[src/rtl/lppd_pkg.sv]
`timescale 1ns / 1ps
`default_nettype none

package lppd_pkg;

  localparam int BUFFER_BYTES_DEFAULT = 64;
  localparam int HEADER_BYTES = 3;
  localparam int QUEUE_DEPTH = 4;

  localparam int MAX_LEN_W = 7;
  localparam logic [MAX_LEN_W-1:0] MAX_LEN_RESET = 7'd64;
  localparam int INDEX_W = 6;
  localparam int APB_ADDR_W = 3;
  localparam logic APB_INDEX_MAX_LEN = 1'b0;

  localparam logic [1:0] CMD_STORE = 2'd0;
  localparam logic [1:0] CMD_EMIT = 2'd1;
  localparam logic [1:0] CMD_ERROR = 2'd2;

  localparam logic ACTION_DATA = 1'b0;
  localparam logic ACTION_RESTART = 1'b1;

  localparam logic STATUS_BYTE = 1'b0;
  localparam logic STATUS_ERROR = 1'b1;

endpackage

`default_nettype wire

[src/rtl/lppd_if.sv]
`timescale 1ns / 1ps
`default_nettype none

interface lppd_in_if;
  logic       valid;
  logic       ready;
  logic       action;
  logic [7:0] data_byte;

  modport source (output valid, output action, output data_byte, input ready);
  modport sink (input valid, input action, input data_byte, output ready);
endinterface

interface lppd_out_if;
  logic                        valid;
  logic                        ready;
  logic                        status;
  logic [7:0]                  out_byte;
  logic [lppd_pkg::INDEX_W-1:0] byte_index;
  logic [7:0]                  frame_id;
  logic                        last;

  modport source (
    output valid, output status, output out_byte, output byte_index,
    output frame_id, output last, input ready
  );
  modport sink (
    input valid, input status, input out_byte, input byte_index,
    input frame_id, input last, output ready
  );
endinterface

`default_nettype wire

[src/rtl/lppd_front.sv]
`timescale 1ns / 1ps
`default_nettype none

module lppd_front #(
  parameter int BUFFER_BYTES = lppd_pkg::BUFFER_BYTES_DEFAULT,
  localparam int AW = $clog2(BUFFER_BYTES),
  localparam int FW = $clog2(BUFFER_BYTES + 1),
  localparam int CMD_W = 2 + AW + 8 + FW + 8
) (
  input  wire logic                           clk,
  input  wire logic                           rst,
  lppd_in_if.sink                             in_ch,
  input  wire logic [lppd_pkg::MAX_LEN_W-1:0] max_len,
  input  wire logic                           q_full,
  output logic                                push,
  output logic [CMD_W-1:0]                    push_cmd
);

  typedef struct packed {
    logic [1:0]    kind;
    logic [AW-1:0] addr;
    logic [7:0]    data;
    logic [FW-1:0] len;
    logic [7:0]    id;
  } cmd_t;

  logic [FW-1:0] fill;
  logic          closed;
  logic [15:0]   len_reg;
  logic [7:0]    id_reg;

  logic          accept;
  logic [FW-1:0] fill_inc;
  logic          hdr_done;
  logic          len_ok;
  logic          pkt_done;
  logic [7:0]    id_cur;
  cmd_t          cmd;

  always_comb begin
    in_ch.ready = !q_full;
    accept = in_ch.valid && in_ch.ready;
    fill_inc = fill + FW'(1);
    hdr_done = fill_inc >= FW'(lppd_pkg::HEADER_BYTES);
    len_ok = (len_reg >= 16'(lppd_pkg::HEADER_BYTES)) && (len_reg <= 16'(max_len)) &&
             (len_reg <= 16'(BUFFER_BYTES));
    pkt_done = 16'(fill_inc) == len_reg;
    id_cur = (fill == FW'(2)) ? in_ch.data_byte : id_reg;
    push = accept && (in_ch.action == lppd_pkg::ACTION_DATA) && !closed;
    cmd.addr = fill[AW-1:0];
    cmd.data = in_ch.data_byte;
    cmd.len = len_reg[FW-1:0];
    cmd.id = id_cur;
    if (hdr_done && !len_ok) begin
      cmd.kind = lppd_pkg::CMD_ERROR;
    end else if (hdr_done && pkt_done) begin
      cmd.kind = lppd_pkg::CMD_EMIT;
    end else begin
      cmd.kind = lppd_pkg::CMD_STORE;
    end
    push_cmd = cmd;
  end

  always_ff @(posedge clk) begin
    if (rst) begin
      fill <= '0;
      closed <= 1'b0;
    end else if (accept) begin
      if (in_ch.action == lppd_pkg::ACTION_RESTART) begin
        fill <= '0;
        closed <= 1'b0;
      end else if (!closed) begin
        if (hdr_done && !len_ok) begin
          fill <= '0;
          closed <= 1'b1;
        end else if (hdr_done && pkt_done) begin
          fill <= '0;
        end else begin
          fill <= fill_inc;
        end
      end
    end
  end

  always_ff @(posedge clk) begin
    if (push) begin
      if (fill == FW'(0)) begin
        len_reg[7:0] <= in_ch.data_byte;
      end
      if (fill == FW'(1)) begin
        len_reg[15:8] <= in_ch.data_byte;
      end
      if (fill == FW'(2)) begin
        id_reg <= in_ch.data_byte;
      end
    end
  end

endmodule

`default_nettype wire

[src/rtl/lppd_queue.sv]
`timescale 1ns / 1ps
`default_nettype none

module lppd_queue #(
  parameter int WIDTH = 8,
  parameter int DEPTH = lppd_pkg::QUEUE_DEPTH,
  localparam int PW = $clog2(DEPTH),
  localparam int CW = $clog2(DEPTH + 1)
) (
  input  wire logic             clk,
  input  wire logic             rst,
  input  wire logic             push,
  input  wire logic [WIDTH-1:0] push_data,
  output logic                  full,
  input  wire logic             pop,
  output logic                  pop_valid,
  output logic [WIDTH-1:0]      pop_data
);

  logic [WIDTH-1:0] entries [DEPTH];
  logic [PW-1:0]    wr_ptr;
  logic [PW-1:0]    rd_ptr;
  logic [CW-1:0]    count;
  logic             do_push;
  logic             do_pop;

  always_comb begin
    full = count == CW'(DEPTH);
    pop_valid = count != '0;
    pop_data = entries[rd_ptr];
    do_push = push && !full;
    do_pop = pop && pop_valid;
  end

  always_ff @(posedge clk) begin
    if (rst) begin
      wr_ptr <= '0;
      rd_ptr <= '0;
      count <= '0;
    end else begin
      if (do_push) begin
        wr_ptr <= (wr_ptr == PW'(DEPTH - 1)) ? '0 : wr_ptr + PW'(1);
      end
      if (do_pop) begin
        rd_ptr <= (rd_ptr == PW'(DEPTH - 1)) ? '0 : rd_ptr + PW'(1);
      end
      if (do_push && !do_pop) begin
        count <= count + CW'(1);
      end else if (do_pop && !do_push) begin
        count <= count - CW'(1);
      end
    end
  end

  always_ff @(posedge clk) begin
    if (do_push) begin
      entries[wr_ptr] <= push_data;
    end
  end

endmodule

`default_nettype wire

[src/rtl/lppd_back.sv]
`timescale 1ns / 1ps
`default_nettype none

module lppd_back #(
  parameter int BUFFER_BYTES = lppd_pkg::BUFFER_BYTES_DEFAULT,
  localparam int AW = $clog2(BUFFER_BYTES),
  localparam int FW = $clog2(BUFFER_BYTES + 1),
  localparam int CMD_W = 2 + AW + 8 + FW + 8
) (
  input  wire logic             clk,
  input  wire logic             rst,
  input  wire logic             cmd_valid,
  input  wire logic [CMD_W-1:0] cmd_data,
  output logic                  cmd_pop,
  lppd_out_if.source            out_ch
);

  typedef struct packed {
    logic [1:0]    kind;
    logic [AW-1:0] addr;
    logic [7:0]    data;
    logic [FW-1:0] len;
    logic [7:0]    id;
  } cmd_t;

  localparam logic S_IDLE = 1'b0;
  localparam logic S_DRAIN = 1'b1;

  logic [7:0]    store [BUFFER_BYTES];
  logic [7:0]    rdata;

  logic          state;
  logic [AW-1:0] idx;
  logic [FW-1:0] len;
  logic [7:0]    id;
  logic          rd_pend;
  logic [AW-1:0] pend_idx;
  logic          pend_last;

  logic          out_valid;
  logic          out_status;
  logic [7:0]    out_byte;
  logic [lppd_pkg::INDEX_W-1:0] out_index;
  logic [7:0]    out_id;
  logic          out_last;

  cmd_t          cmd;
  logic          out_free;
  logic          wr_en;
  logic          rd_en;
  logic          load_err;
  logic          start;
  logic          idx_last;

  always_comb begin
    cmd = cmd_t'(cmd_data);
    out_free = !out_valid || out_ch.ready;
    idx_last = (FW'(idx) + FW'(1)) == len;
    cmd_pop = 1'b0;
    wr_en = 1'b0;
    rd_en = 1'b0;
    load_err = 1'b0;
    start = 1'b0;
    unique case (state)
      S_IDLE: begin
        if (cmd_valid && !rd_pend) begin
          unique case (cmd.kind)
            lppd_pkg::CMD_STORE: begin
              wr_en = 1'b1;
              cmd_pop = 1'b1;
            end
            lppd_pkg::CMD_EMIT: begin
              wr_en = 1'b1;
              cmd_pop = 1'b1;
              start = 1'b1;
            end
            lppd_pkg::CMD_ERROR: begin
              if (out_free) begin
                load_err = 1'b1;
                cmd_pop = 1'b1;
              end
            end
            default: begin
              cmd_pop = 1'b1;
            end
          endcase
        end
      end
      S_DRAIN: begin
        rd_en = out_free && !rd_pend;
      end
      default: begin
      end
    endcase
  end

  always_ff @(posedge clk) begin
    if (wr_en) begin
      store[cmd.addr] <= cmd.data;
    end
    if (rd_en) begin
      rdata <= store[idx];
    end
  end

  always_ff @(posedge clk) begin
    if (rst) begin
      state <= S_IDLE;
      rd_pend <= 1'b0;
    end else begin
      rd_pend <= rd_en;
      if (start) begin
        state <= S_DRAIN;
      end else if (rd_en && idx_last) begin
        state <= S_IDLE;
      end
    end
  end

  always_ff @(posedge clk) begin
    if (start) begin
      idx <= '0;
      len <= cmd.len;
      id <= cmd.id;
    end else if (rd_en) begin
      idx <= idx + AW'(1);
      pend_idx <= idx;
      pend_last <= idx_last;
    end
  end

  always_ff @(posedge clk) begin
    if (rst) begin
      out_valid <= 1'b0;
    end else if (rd_pend || load_err) begin
      out_valid <= 1'b1;
    end else if (out_ch.ready) begin
      out_valid <= 1'b0;
    end
  end

  always_ff @(posedge clk) begin
    if (rd_pend) begin
      out_status <= lppd_pkg::STATUS_BYTE;
      out_byte <= rdata;
      out_index <= lppd_pkg::INDEX_W'(pend_idx);
      out_id <= id;
      out_last <= pend_last;
    end else if (load_err) begin
      out_status <= lppd_pkg::STATUS_ERROR;
      out_byte <= '0;
      out_index <= '0;
      out_id <= '0;
      out_last <= 1'b1;
    end
  end

  always_comb begin
    out_ch.valid = out_valid;
    out_ch.status = out_status;
    out_ch.out_byte = out_byte;
    out_ch.byte_index = out_index;
    out_ch.frame_id = out_id;
    out_ch.last = out_last;
  end

endmodule

`default_nettype wire

[src/rtl/length_prefixed_packet_deframer.sv]
// A byte is taken in the cycle it is offered whenever the four-entry command queue has room.
// The back end stores one byte per cycle while it is not draining a packet. It drains a packet
// one byte at a time; each registered read of the packet store waits for the previous read and
// for room in the output register. A packet's bytes reach the output through the command queue,
// the store read and the output register. Reset is synchronous and clears the stream state, the
// queue and the output valid flag and loads max_packet_len with 64; the packet store is not cleared.
`timescale 1ns / 1ps
`default_nettype none

module length_prefixed_packet_deframer #(
  parameter int BUFFER_BYTES = lppd_pkg::BUFFER_BYTES_DEFAULT
) (
  input  wire logic                            clk,
  input  wire logic                            rst,
  lppd_in_if.sink                              in_ch,
  lppd_out_if.source                           out_ch,
  input  wire logic                            psel,
  input  wire logic                            penable,
  input  wire logic                            pwrite,
  input  wire logic [lppd_pkg::APB_ADDR_W-1:0] paddr,
  input  wire logic [31:0]                     pwdata,
  output logic [31:0]                          prdata,
  output logic                                 pready
);

  localparam int AW = $clog2(BUFFER_BYTES);
  localparam int FW = $clog2(BUFFER_BYTES + 1);
  localparam int CMD_W = 2 + AW + 8 + FW + 8;

  logic [lppd_pkg::MAX_LEN_W-1:0] max_len;
  logic                           sel_max_len;

  logic             push;
  logic [CMD_W-1:0] push_cmd;
  logic             q_full;
  logic             cmd_valid;
  logic [CMD_W-1:0] cmd_data;
  logic             cmd_pop;

  always_comb begin
    pready = 1'b1;
    sel_max_len = paddr[lppd_pkg::APB_ADDR_W-1] == lppd_pkg::APB_INDEX_MAX_LEN;
    prdata = sel_max_len ? 32'(max_len) : '0;
  end

  always_ff @(posedge clk) begin
    if (rst) begin
      max_len <= lppd_pkg::MAX_LEN_RESET;
    end else if (psel && penable && pwrite && pready && sel_max_len) begin
      max_len <= pwdata[lppd_pkg::MAX_LEN_W-1:0];
    end
  end

  lppd_front #(
    .BUFFER_BYTES(BUFFER_BYTES)
  ) u_front (
    .clk     (clk),
    .rst     (rst),
    .in_ch   (in_ch),
    .max_len (max_len),
    .q_full  (q_full),
    .push    (push),
    .push_cmd(push_cmd)
  );

  lppd_queue #(
    .WIDTH(CMD_W),
    .DEPTH(lppd_pkg::QUEUE_DEPTH)
  ) u_queue (
    .clk      (clk),
    .rst      (rst),
    .push     (push),
    .push_data(push_cmd),
    .full     (q_full),
    .pop      (cmd_pop),
    .pop_valid(cmd_valid),
    .pop_data (cmd_data)
  );

  lppd_back #(
    .BUFFER_BYTES(BUFFER_BYTES)
  ) u_back (
    .clk      (clk),
    .rst      (rst),
    .cmd_valid(cmd_valid),
    .cmd_data (cmd_data),
    .cmd_pop  (cmd_pop),
    .out_ch   (out_ch)
  );

endmodule

`default_nettype wire

[src/flat_wrapper.sv]
// flat-port wrapper written by rule: the top's interface ports become plain ports
module length_prefixed_packet_deframer_flat 
#(
  parameter int BUFFER_BYTES = lppd_pkg::BUFFER_BYTES_DEFAULT
)
  (clk, rst, psel, penable, pwrite, paddr, pwdata, prdata, pready, in_ch_valid, in_ch_action, in_ch_data_byte, in_ch_ready, out_ch_valid, out_ch_status, out_ch_out_byte, out_ch_byte_index, out_ch_frame_id, out_ch_last, out_ch_ready);
  lppd_in_if in_ch_i ();
  lppd_out_if out_ch_i ();
  input  wire logic clk;
  input  wire logic rst;
  input  wire logic psel;
  input  wire logic penable;
  input  wire logic pwrite;
  input  wire logic [lppd_pkg::APB_ADDR_W-1:0] paddr;
  input  wire logic [31:0] pwdata;
  output logic [31:0] prdata;
  output logic pready;
  input wire logic [$bits(in_ch_i.valid)-1:0] in_ch_valid;
  input wire logic [$bits(in_ch_i.action)-1:0] in_ch_action;
  input wire logic [$bits(in_ch_i.data_byte)-1:0] in_ch_data_byte;
  output wire logic [$bits(in_ch_i.ready)-1:0] in_ch_ready;
  output wire logic [$bits(out_ch_i.valid)-1:0] out_ch_valid;
  output wire logic [$bits(out_ch_i.status)-1:0] out_ch_status;
  output wire logic [$bits(out_ch_i.out_byte)-1:0] out_ch_out_byte;
  output wire logic [$bits(out_ch_i.byte_index)-1:0] out_ch_byte_index;
  output wire logic [$bits(out_ch_i.frame_id)-1:0] out_ch_frame_id;
  output wire logic [$bits(out_ch_i.last)-1:0] out_ch_last;
  input wire logic [$bits(out_ch_i.ready)-1:0] out_ch_ready;
  assign in_ch_i.valid = in_ch_valid;
  assign in_ch_i.action = in_ch_action;
  assign in_ch_i.data_byte = in_ch_data_byte;
  assign in_ch_ready = in_ch_i.ready;
  assign out_ch_valid = out_ch_i.valid;
  assign out_ch_status = out_ch_i.status;
  assign out_ch_out_byte = out_ch_i.out_byte;
  assign out_ch_byte_index = out_ch_i.byte_index;
  assign out_ch_frame_id = out_ch_i.frame_id;
  assign out_ch_last = out_ch_i.last;
  assign out_ch_i.ready = out_ch_ready;
  length_prefixed_packet_deframer #(.BUFFER_BYTES(BUFFER_BYTES)) u_core (.clk(clk), .rst(rst), .in_ch(in_ch_i), .out_ch(out_ch_i), .psel(psel), .penable(penable), .pwrite(pwrite), .paddr(paddr), .pwdata(pwdata), .prdata(prdata), .pready(pready));
endmodule
[config.mk]
export PLATFORM = sky130hd
export DESIGN_NAME = length_prefixed_packet_deframer_flat
export DESIGN_NICKNAME = d
export VERILOG_FILES = /design/src/rtl/lppd_pkg.sv /design/src/rtl/lppd_if.sv /design/src/rtl/lppd_front.sv /design/src/rtl/lppd_queue.sv /design/src/rtl/lppd_back.sv /design/src/rtl/length_prefixed_packet_deframer.sv /design/src/flat_wrapper.sv
export SDC_FILE = /design/constraint.sdc
export NUM_CORES = 1
export LEC_CHECK = 0
export ABC_AREA = 1
export ABC_CLOCK_PERIOD_IN_PS = 10100
export BUFFER_PORTS_ARGS = -buffer_cell sky130_fd_sc_hd__buf_2
export CAP_MARGIN = 20
export CORE_MARGIN = 2
export CORE_UTILIZATION = 46
export DETAILED_ROUTE_END_ITERATION = 8
export PLACE_DENSITY = 0.71
export SLEW_MARGIN = 20
export SYNTH_ARGS = -nofsm -noshare
export SYNTH_HDL_FRONTEND = slang
export SYNTH_SLANG_ARGS = --single-unit
[constraint.sdc]
create_clock -name clk -period 10.1 [get_ports clk]
set_input_delay 1.515 -clock clk [delete_from_list [all_inputs] [get_ports clk]]
set_output_delay 1.515 -clock clk [all_outputs]
set_load 0.01 [all_outputs]
# ---- Word-level counts from Yosys, hierarchy flattened
# Memories as Yosys holds them, arrays and structs flattened. A register that Yosys moved wholly into a read port is not among the register bits.
# Index checks and enable logic that the tools add are counted.
dict set report word_totals {
  ram_bits 636
  memories 2
  out_inout_bits 59
  input_bits 51
  regBits 101
}
dict set report op_classes {
  n_eq_ne 10
  mux 46
  bitwise_logic 3
  reduce_logical 38
  add_sub_neg 7
  order_cmp 4
}
# name words word_bits read_ports rd_ports_with_merged_regs write_ports line
set mem_list {}
lappend mem_list {u_core.u_back.store 64 8 1 1 1 lppd_back.sv:29} ;# logic [7:0] store [BUFFER_BYTES];
lappend mem_list {u_core.u_queue.entries 4 31 1 1 1 lppd_queue.sv:20} ;# logic [WIDTH-1:0] entries [DEPTH];
# operator count
set op_table {}
lappend op_table {{$mux 7} 5}
lappend op_table {{$mux 8} 4}
lappend op_table {{$mux 1} 28}
lappend op_table {{$logic_and 1x1->1} 17}
lappend op_table {{$eq 7x16->1} 1}
lappend op_table {{$ge 16x2->1 const B} 1}
lappend op_table {{$le 16x7->1} 1}
lappend op_table {{$le 16x7->1 const B} 1}
lappend op_table {{$mux 6} 2}
lappend op_table {{$mux 2} 5}
lappend op_table {{$reduce_and 2->1} 4}
lappend op_table {{$reduce_bool 2->1} 4}
lappend op_table {{$add 6x1->7 const B} 1}
lappend op_table {{$add 7x1->7 const B} 1}
lappend op_table {{$eq 7x1->1 const B} 1}
lappend op_table {{$eq 7x2->1 const B} 1}
lappend op_table {{$eq 7x7->1} 1}
lappend op_table {{$ge 7x2->1 const B} 1}
lappend op_table {{$logic_not 1->1} 7}
lappend op_table {{$logic_not 7->1} 1}
lappend op_table {{$add 6x1->6 const B} 1}
lappend op_table {{$eq 2x2->1 const B} 3}
lappend op_table {{$mux 3} 2}
lappend op_table {{$add 2x1->2 const B} 2}
lappend op_table {{other kinds (10)} 13}

# ---- Longest topological paths before layout
# Gate-level depths: netlist of the first run.
dict set report logic_depth {
  ltp_word 10
  depth_mapped 14
}

# ---- Cells and area by module
# Synthesis of the first run repeated with hierarchy kept, for this count alone.
dict set report unflattened {
  cells_unflattened 2698
  area_unflattened_um2 31376.3
}
# module instances area_per_inst_um2 cells_each
set by_module_without_submodules {}
lappend by_module_without_submodules {lppd_back 1 23473.8 1985}
lappend by_module_without_submodules {lppd_queue 1 5141.2 370}
lappend by_module_without_submodules {lppd_front 1 2155.8 252}
lappend by_module_without_submodules {length_prefixed_packet_deframer 1 605.6 91}

# ---- Worst setup path after synthesis of the first run
# No wires, ideal clock.
dict set report synth_path {
  kind {in2reg}
  startpoint {input port in_ch_valid}
  endpoint {memory u_core.u_queue.entries[0][0] in the netlist's numbering (enable)}
  path_stages 5
  path_buffers 0
  arrival_ns 3.468
  slack_ns 6.213
  cell_sequence {a21boi_2 > nand2_1 > nor2_2 > inv_2 > nor2_1}
}
dict set report synth_via {
  elab_chain_cells 6
}
# item line
set synth_rtl {}
lappend synth_rtl {{start, declared} flat_wrapper.sv:18} ;# input wire logic [$bits(in_ch_i.valid)-1:0] in_ch_valid;
lappend synth_rtl {{$logic_and 1x1->1} lppd_front.sv:42} ;# accept = in_ch.valid && in_ch.ready;
lappend synth_rtl {{$logic_and 1x1->1 (2 in series)} lppd_front.sv:49} ;# push = accept && (in_ch.action == lppd_pkg::ACTION_DATA) && !closed;
lappend synth_rtl {{$logic_and 1x1->1} lppd_queue.sv:31} ;# do_push = push && !full;
lappend synth_rtl {{net u_core.u_queue.do_push} lppd_queue.sv:24} ;# logic do_push;
lappend synth_rtl {{$mux 1} lppd_queue.sv:56} ;# if (do_push) begin
lappend synth_rtl {{$mux 1 (implied by the code)} lppd_queue.sv:57} ;# entries[wr_ptr] <= push_data;
lappend synth_rtl {{end, declared} lppd_queue.sv:20}
# The timed path passes the listed nets, and every way through them passes these cells.

==> results.yml, run 1 <==
grt:
  grt_pass1_wl_mm: 105.5
  track_usage_pct: 20.22
  grt_max_degree: 150
  overflow: 0
  antenna_found_initial: 0
  grt_pass1_vias: 19140
critical_path:
  cp-end-kind: "flop"
  worst_setup_path_start_kind: "flop"
  path_class: "flop to flop"
  crit_required_ps: 10460
  critPathMaxFanout: 65
  cp.arrival_ps: 4140
floorplanning:
  start_util_pct: 46.37
  rows: 94
  fp.dieW_um: 261.5
  dieHeight_um: 261.5
  design.core.area_mm2: 0.06575
  die_area_mm2: 0.06836
  pin_count: 110
cts:
  cts_resized: 0
  clock_path_buffers: 3
  cts_setup_buffers: 0
  cts_tree: "built"
  numCtsBuffers: 72
  cts_root_buf: "clkbuf_16"
  h-tree-depth: 3
  cts.clk_slew.worst_paths_ps: 60
  clk_latency_ps: 620
  hold_buffers: 0
  cts_sinks: 747
finish:
  n_antenna_cell: 0
  area_growth_pct: 10.83
  num-nets-final: 2628
  fillers: 5430
  largest_reg_flops: 512
  drive_gt1_share_pct: 9.373
  post-route-util_pct: 51.40
synthesis:
  synthArstFlopShare_pct: 0
  synth.ff_latch_count: 747
  synthFlopType: "edfxtp_1"
  ys_seq_area_share_pct: 72.46
  synth_edf_count: 713
  synth_area_mm2: 0.03049
  ys_warn_count: 0
  netlist_instances: 2544
  synth_cell_type_count: 46
  avgSynthCellArea_um2: 11.98
timing:
  max_clock_freq_mhz: 264.5
  min_period_ps: 3780
  fin_skew_ps: 45.55
  hold_viol_final: 0
  worst_slack_ps: 6320
  finalSetupViolCount: 0
  drv_slew: 0
  worstMarginPinSlew_ps: 1108
  relSlewSlack_pct: 26.15
  fin_tns_setup_ps: 0
  timing.final.crit_share_pct: 37.43
  rsz0062_at_grt: "no"
drt:
  ant_nets: 0
  wire_per_inst_um: 20.07
  dr.pass1.iters: 5
  drc: 0
  vias: 19490
  wl_mm: 69.79
  first_iter_violations: 2263
  routed_via_density: 5.604
flow_run:
  cap_violations: 0
outcome:
  outcome: "finished, final reports clean"
pwr:
  p_seq_share_pct: 43.9
  leakage_nw: 11.73
  swShare_pct: 34.12
  clockPowerShare_pct: 28.5
  p_switching_w: 0.003217
  ir_drop_v: 0.0001900
  pwr_density_cell_mw_per_mm2: 279.1
  cellInternalPower_w: 0.006213
  p_comb_share_pct: 27.6
place:
  gp_congestion: 0.8545
  dpl.hpwl_mm: 38.98
  post-place-ws_ps: 6264
  portBuffers: 56
hold_path:
  hold_class: "flop to flop"
[worst max-delay path, cell delays in order, from the launching register on]
cell,delay [ps]
dfxtp_4,870
clkinv_2,990
buf_4,680
o21ai_0,170
o22ai_1,100
nand2_1,110
nand2_1,70
nand2_1,50
nand3_1,90
nand3_1,230
nand2_1,100
[routing by layer]
metal | track usage (%) | wire [um] | part of all wire (%)
met5 | 0 | 0 | 0
met4 | 7.655 | 2068 | 3.0
met3 | 3.542 | 5437 | 7.8
met2 | 34.29 | 34430 | 49
met1 | 26.08 | 27850 | 40
[cell type report]
| class | instances | area, um^2 | share of cell area (%) |
|---|---|---|---|
| well taps | 864 | 1081 | 3.199 |
| flip-flops and latches | 747 | 22100 | 65.40 |
| inverters | 108 | 416.7 | 1.233 |
| clock inverters | 37 | 356.6 | 1.055 |
| multi-input cells | 1547 | 7338 | 21.72 |
| repair buffers | 81 | 488.0 | 1.444 |
| clock buffers | 94 | 2011 | 5.950 |
[power by group through the flow]
stage / registers, W / clock network, W / logic [W]
after detailed placement: 0.00421 / 0 / 0.00255
after global placement: 0.00420 / 0 / 0.00245
after global routing: 0.00416 / 0.00284 / 0.00286
final: 0.00414 / 0.00269 / 0.00260
after CTS: 0.00414 / 0.00272 / 0.00256
after floorplan: 0.00416 / 0 / 0.00173
[metrics by stage]
stage | area (um^2) | power (W) | hold WS [ps] | cells
final | 33790 | 0.009430 | 461.7 | 3478
after detailed placement | 31390 | 0.006754 | 458.7 | 3346
after global placement | 31390 | 0.006643 | 454.1 | 3346
after global routing | 33790 | 0.009857 | 480.1 | 3478
after CTS | 33760 | 0.009418 | 468.3 | 3477
after floorplan | 30580 | 0.005891 | 402.9 | 2568
[layout by cell type (no fill, tap or decap), types with 12 or more instances in the layout]
cell type,Yosys,final
a21oi_1,39,39
buf_2,52,56
buf_4,33,24
clkbuf_1,70,15
clkbuf_16,0,77
clkinv_1,2,20
conb_1,2,26
dfxtp_1,34,30
edfxtp_1,713,713
ha_1,19,19
inv_1,99,97
nand2_1,418,418
nand2_2,14,14
nand3_1,65,65
nor2_1,428,424
nor2_2,8,12
o21ai_0,315,315
o21ai_1,16,16
o22ai_1,152,144
[worst paths after layout]
kind / from / endpoint / slack (ps) / cells after the start
worst min-delay path: u_core.u_back.out_ch.status$_SDFFE_PP0P_ / u_core.u_back.out_ch.status$_SDFFE_PP0P_ / 460 / 2
worst max register to register: u_core.u_back.idx[1]$_SDFFE_PP0P_ / u_core.u_back.rdata[3]$_DFFE_PP_ / 6320 / 10
worst max-delay path: u_core.u_back.idx[1]$_SDFFE_PP0P_ / u_core.u_back.rdata[3]$_DFFE_PP_ / 6320 / 10
worst min register to register: u_core.u_back.out_ch.status$_SDFFE_PP0P_ / u_core.u_back.out_ch.status$_SDFFE_PP0P_ / 460 / 2
[cell families after synthesis]
family | share of synthesized area, %
multiplexers | 0.2955
flip-flops | 72.46
buffers and inverters | 4.198
AND/OR/NAND/NOR | 12.47
XOR/XNOR | 0.02873
adder cells (fa/ha/maj) | 0.8454
AO/OA/AOI/OAI | 9.685
other | 0.02463
[cell usage after synthesis, types with 4 or more instances]
| cell | number | area, um^2 |
|---|---|---|
| nand2_1 | 418 | 1569 |
| a21oi_1 | 39 | 195.2 |
| nor2_1 | 428 | 1607 |
| inv_2 | 5 | 18.77 |
| nor3_1 | 4 | 20.02 |
| nand3_1 | 65 | 325.3 |
| o21ai_1 | 16 | 80.08 |
| mux2_2 | 8 | 90.09 |
| inv_1 | 99 | 371.6 |
| buf_6 | 7 | 78.83 |
| clkbuf_1 | 70 | 262.8 |
| buf_2 | 52 | 260.3 |
| edfxtp_1 | 713 | 21410 |
| buf_4 | 33 | 247.7 |
| ha_1 | 19 | 237.7 |
| nand2_2 | 14 | 87.58 |
| dfxtp_1 | 34 | 680.7 |
| nand4_1 | 7 | 43.79 |
| nand3b_1 | 6 | 45.04 |
| nor2_2 | 8 | 50.05 |
| o21ai_0 | 315 | 1577 |
| o22ai_1 | 152 | 950.9 |
Note: power is estimated with default switching activity, not from simulation.
==> run 2, diff against run 1 <==
--- a/config.mk
+++ b/config.mk
@@ -5,8 +5,8 @@
 export SDC_FILE = /design/constraint.sdc
 export NUM_CORES = 1
 export LEC_CHECK = 0
-export ABC_AREA = 1
-export ABC_CLOCK_PERIOD_IN_PS = 10100
+export ABC_AREA = 0
+export ABC_CLOCK_PERIOD_IN_PS = 3700
 export BUFFER_PORTS_ARGS = -buffer_cell sky130_fd_sc_hd__buf_2
 export CAP_MARGIN = 20
 export CORE_MARGIN = 2
==> constraint.sdc (replaced) <==
create_clock -name clk -period 3.7 [get_ports clk]
set_input_delay 0.555 -clock clk [delete_from_list [all_inputs] [get_ports clk]]
set_output_delay 0.555 -clock clk [all_outputs]
set_load 0.01 [all_outputs]
==> results.yml, run 2 <==
outcome:
  outcome: "finished, final reports clean"
synthesis:
  synth_area_mm2: 0.02930
  ys_seq_area_share_pct: 75.40
  synth_most_common_cell: "edfxtp_1"
  synth.ff_latch_count: 747
  synth_edf_count: 713
  synthFlopType: "edfxtp_1"
  ys_top_cells_by_count: "edfxtp_1 (713), mux4_2 (196), nor2_1 (104), clkbuf_1 (39), dfxtp_1 (34)"
  yosysTopAreaCellShare_pct: 73.08
  synthArstFlopShare_pct: 0
  netlist_instances: 1428
  yosysTopAreaCell: "edfxtp_1"
  ys_warn_count: 0
  avgSynthCellArea_um2: 20.52
  ys_top_cells_by_area: "edfxtp_1 (73%), mux4_2 (15%), dfxtp_1 (2.3%), nor2_1 (1.3%), buf_4 (0.85%)"
  synth_cell_type_count: 43
place:
  gp_congestion: 0.7936
  portBuffers: 56
  dpl.hpwl_mm: 36.73
timing:
  timing.final.crit_share_pct: 81.24
  drv_slew: 0
  max_clock_freq_mhz: 332.7
  rsz0062_at_grt: "no"
  worstMarginPinSlew_ps: 1118
  relSlewSlack_pct: 25.44
  fin_skew_ps: 27.14
  finalSetupViolCount: 0
  fin_tns_setup_ps: 0
  hold_viol_final: 0
  min_period_ps: 3006
floorplanning:
  start_util_pct: 46.53
  pin_count: 110
  rows: 92
  die_area_mm2: 0.06573
  dieHeight_um: 256.4
  design.core.area_mm2: 0.06297
  fp.dieW_um: 256.4
pwr:
  cellInternalPower_w: 0.01694
  swShare_pct: 27.47
  clockPowerShare_pct: 30.6
  p_seq_share_pct: 46.4
  leakage_nw: 10.70
  ir_drop_v: 0.0003294
  p_switching_w: 0.006415
  p_comb_share_pct: 23.0
  pwr_density_cell_mw_per_mm2: 700.0
finish:
  mostFrequentLayoutCells: "edfxtp_1 (713), mux4_2 (195), nor2_1 (104)"
  area_growth_pct: 13.86
  drive_gt1_share_pct: 28.51
  final_common_cell: "edfxtp_1"
  num-nets-final: 1660
  largest_reg_flops: 512
  post-route-util_pct: 52.98
cts:
  cts_resized: 0
  numCtsBuffers: 74
  cts.clk_slew.worst_paths_ps: 60
  cts_setup_buffers: 0
  cts_sinks: 747
  h-tree-depth: 3
  clk_latency_ps: 610
  cts_tree: "built"
  cts_root_buf: "clkbuf_16"
  clock_path_buffers: 3
  hold_buffers: 0
critical_path:
  cp.arrival_ps: 3540
  reg2regPathDepth: 10
  cp-end-kind: "flop"
  path_class: "flop to flop"
  critPathMaxFanout: 9
  worst_setup_path_start_kind: "flop"
  crit_required_ps: 4230
drt:
  ant_nets: 0
  highest_layer: "met5"
  drc: 0
  wire_per_inst_um: 24.68
  routed_via_density: 5.640
  vias: 14060
  dr.pass1.iters: 5
  drt-met1-wl_mm: 24.17
  dr_wl_met2_mm: 31.57
  wl_met3_mm: 4.118
  first_iter_violations: 1438
  wl_mm: 61.50
grt:
  grt_pass1_wl_mm: 91.06
  antenna_found_initial: 1
  track_usage_pct: 18.83
  overflow: 0
  grt_pass1_vias: 14290
  grt_max_degree: 65
hold_path:
  min_path_cells: 2
  hold_class: "input pin to flop"
flow_run:
  cap_violations: 0
-- run 2: cell types whose count changed in the layout (fill, tap and decap cells not counted), sizes merged, moves of 78 or more --
| cell | before | now |
|---|---|---|
| buf | 81 | 159 |
| inv | 107 | 22 |
| mux4 | 0 | 196 |
| nand2 | 432 | 28 |
| nor2 | 436 | 104 |
| o21ai | 331 | 10 |
| o22ai | 152 | 0 |
-- run 2: path summary, 6_finish.rpt --
kind	end	slack [ps]	from
hold reg to reg	u_core.u_back.out_ch.status$_SDFFE_PP0P_	440	u_core.u_back.out_ch.status$_SDFFE_PP0P_
setup / recovery	u_core.u_queue.count[2]$_SDFFE_PP0P_	690	flop
setup reg to reg	u_core.u_queue.count[2]$_SDFFE_PP0P_	690	flop
hold / removal	u_core.u_front.closed$_SDFFE_PP0P_	180	in_ch_action
-- run 2: logic make-up (layout without fill, tap and decap cells) --
group / after synthesis / after routing / synth area share [%]
compound gates: 56 / 56 / 1.140
flops: 747 / 747 / 75.40
xor+xnor: 21 / 21 / 0.6278
simple gates: 247 / 247 / 4.100
fa+ha+maj: 20 / 20 / 0.8797
mux: 216 / 216 / 15.78
other cells: 2 / 27 / 0.02563
buf+inv: 119 / 312 / 2.041
-- run 2: worst max-delay path, cell delays in order (launching register included) --
cell and delay, ps:
dfxtp_2 510, mux4_2 570, nor2b_1 170, a21oi_1 120
inv_1 210, ha_1 240, inv_1 70, fa_1 420
xor2_1 170, or3_1 300, a21oi_1 150
-- run 2: layout make-up --
cell class,count,area (um^2)
antenna,1,2.502
clock buffer,96,1987
clock inverter,36,311.5
fill,4746,29610
inverter,21,78.83
multi-input combinational,586,6701
sequential,747,22100
tap,846,1059
timing repair buffer,159,1116
-- run 2: power by group through the flow --
| stage | combinational [W] | clock [W] | sequential [W] |
|---|---|---|---|
| 2_1_floorplan | 0.00362 | 0 | 0.0109 |
| 3_3_place_gp | 0.00524 | 0 | 0.0110 |
| 3_5_place_dp | 0.00539 | 0 | 0.0110 |
| 4_1_cts | 0.00544 | 0.00730 | 0.0108 |
| 5_1_grt | 0.00572 | 0.00760 | 0.0109 |
| 6_report | 0.00536 | 0.00715 | 0.0108 |
-- run 2: metrics by stage --
step | setup slack (ps) | area (um^2) | power [W] | std cells | hold slack [ps]
final | 694.0 | 33360 | 0.02335 | 2492 | 180.9
after global routing | 475.8 | 33360 | 0.02420 | 2491 | 155.2
after CTS | 669.2 | 33350 | 0.02359 | 2491 | 144.0
after detailed placement | 686.7 | 31050 | 0.01641 | 2359 | 436.4
after global placement | 712.1 | 31050 | 0.01623 | 2359 | 438.5
after floorplan | 724.0 | 29390 | 0.01451 | 1452 | 402.9
-- run 2: metal layers --
layer | global-route usage (%) | up-vias
met5 | 0 | -
met4 | 6.977 | 2
met3 | 3.707 | 85
met2 | 31.93 | 542
met1 | 24.28 | 7371
li1 | - | 6055
==> run 3, diff against run 2 <==
--- a/config.mk
+++ b/config.mk
@@ -5,14 +5,14 @@
 export SDC_FILE = /design/constraint.sdc
 export NUM_CORES = 1
 export LEC_CHECK = 0
-export ABC_AREA = 0
-export ABC_CLOCK_PERIOD_IN_PS = 3700
+export ABC_AREA = 1
+export ABC_CLOCK_PERIOD_IN_PS = 2730
 export BUFFER_PORTS_ARGS = -buffer_cell sky130_fd_sc_hd__buf_2
 export CAP_MARGIN = 20
 export CORE_MARGIN = 2
 export CORE_UTILIZATION = 46
 export DETAILED_ROUTE_END_ITERATION = 8
-export PLACE_DENSITY = 0.71
+export PLACE_DENSITY = 0.74
 export SLEW_MARGIN = 20
 export SYNTH_ARGS = -nofsm -noshare
 export SYNTH_HDL_FRONTEND = slang
==> constraint.sdc (replaced) <==
create_clock -name clk -period 2.73 [get_ports clk]
set_input_delay 0.4095 -clock clk [delete_from_list [all_inputs] [get_ports clk]]
set_output_delay 0.4095 -clock clk [all_outputs]
set_load 0.01 [all_outputs]
==> results.yml, run 3 (same netlist as run 1, synthesis figures left out) <==
finish:
  post-route-util_pct: 52.65
  final_common_cell: "edfxtp_1"
  largest_reg_flops: 512
  mostFrequentLayoutCells: "edfxtp_1 (713), nor2_1 (424), nand2_1 (418)"
  num-nets-final: 2713
  area_growth_pct: 13.53
  drive_gt1_share_pct: 12.36
  n_antenna_cell: 0
  fillers: 5327
place:
  portBuffers: 56
  dpl.hpwl_mm: 41.19
  post-place-ws_ps: 137.4
  gp_congestion: 0.8752
critical_path:
  crit_path_top_delay_cell: "fa_1"
  critPathMaxFanout: 25
  crit_chain: "buf_12, o21ai_0, o22a_1, nor2_1, nand2_1, nand2_1, ha_1, inv_1, fa_1, o21ai_0, a21o_1, o21ai_0, a21oi_1"
  cp_top_family: "compound AO/OA/AOI/OAI gates"
  cp.arrival_ps: 3010
  crit_required_ps: 3260
  cpMostUsedCell: "o21ai_0"
  cp_num_buf_inv: 2
  worst_setup_path_start_kind: "flop"
  path_class: "flop to flop"
  max_stage_delay_ps: 440
  cp-end-kind: "flop"
pwr:
  ir_drop_v: 0.0006528
  pwr_density_cell_mw_per_mm2: 1024
  leakage_nw: 12.23
  power_w: 0.03546
timing:
  timing.final.crit_share_pct: 90.61
  finalSetupViolCount: 0
  relSlewSlack_pct: 43.42
  fin_tns_setup_ps: 0
  fin_skew_ps: 25.00
  max_clock_freq_mhz: 404.3
  min_period_ps: 2474
  rsz0062_at_grt: "no"
  worst_slack_ps: 256.4
  worstMarginPinSlew_ps: 845.6
  hold_viol_final: 0
  drv_slew: 0
cts:
  numCtsBuffers: 74
  clk_latency_ps: 620
  cts_root_buf: "clkbuf_16"
  h-tree-depth: 3
  clock_path_buffers: 3
  cts.clk_slew.worst_paths_ps: 60
  cts_sinks: 747
  cts_tree: "built"
outcome:
  outcome: "finished, final reports clean"
floorplanning:
  pin_count: 110
  start_util_pct: 46.37
  design.core.area_mm2: 0.06575
  die_area_mm2: 0.06836
  rows: 94
  dieHeight_um: 261.5
  fp.dieW_um: 261.5
drt:
  drc: 0
  wl_mm: 70.50
  dr.pass1.iters: 6
  first_iter_violations: 2200
  wire_per_inst_um: 19.81
  vias: 20020
  ant_nets: 0
  routed_via_density: 5.624
hold_path:
  hold_class: "input pin to flop"
grt:
  grt_pass1_wl_mm: 107.6
  antenna_found_initial: 1
  overflow: 0
  grt_pass1_vias: 19520
  track_usage_pct: 20.44
  grt_max_degree: 121
flow_run:
  cap_violations: 0
[run 3: cell count changes in the layout (fill, tap and decap cells not counted), moves of 15 or more]
cell	delta
nand3_1	+48
o21ai_1	+15
o22ai_1	+144
a21oi_1	+15
nor2_1	+320
inv_1	+76
and2_1	-30
mux4_2	-195
o21ai_0	+306
nand2_1	+390
[run 3: where the power goes]
group	leakage [nW]	internal, W	switching (W)	total (W)
combinational	4.35	0.00278	0.00762	0.0104
clock	1.15	0.00568	0.00423	0.00991
sequential	6.73	0.0148	0.000395	0.0151
[run 3: tightest hold or removal path, delay by kind of cell]
family	cells	cell delay [ps]
AOI/OAI and AO/OA	2	180
buffers and inverters	1	70
[run 3: routing by layer]
layer,global-route usage (%),vias to the layer above,wire [um]
met5,0,-,13
met4,8.239,2,2545
met3,3.223,156,5513
met2,34.15,965,34620
met1,26.86,9721,27800
li1,-,9171,-
[run 3: area by class of cell]
cell class              instances  area [um^2]  share of cell area (%)
flip-flops and latches        747        22110                   63.86
multi-input cells            1547         7328                   21.17
clock buffers                  94         1998                   5.773
repair buffers                164         1331                   3.846
well taps                     864         1081                   3.123
inverters                     108        417.9                   1.207
clock inverters                35        351.6                   1.016
[run 3: path summary, 6_finish.rpt]
kind	startpoint	endpoint	slack, ps	cells after the start
hold / removal	pwdata[4]	u_core.max_len[4]$_SDFFE_PP0P_	70	3
setup reg to reg	flop	u_core.u_queue.count[2]$_SDFFE_PP0P_	260	13
setup / recovery	flop	u_core.u_queue.count[2]$_SDFFE_PP0P_	260	13
hold reg to reg	u_core.u_back.out_ch.status$_SDFFE_PP0P_	u_core.u_back.out_ch.status$_SDFFE_PP0P_	480	2
[run 3: per-stage QoR]
step	std cells	area [um^2]	hold slack [ps]
6_report	3559	34610	70.94
5_1_grt	3559	34610	80.22
4_1_cts	3558	34590	39.71
3_5_place_dp	3428	32230	465.1
3_3_place_gp	3428	32230	445.0
2_1_floorplan	2568	30630	402.9
[run 3: repair_timing]
item | CTS | global route
hold buffers | 1 | 0
endpoints found under the hold margin | 1 | 0
endpoints found under the setup margin | 0 | 5
buffers inserted | 0 | 1
resized for setup | 0 | 8
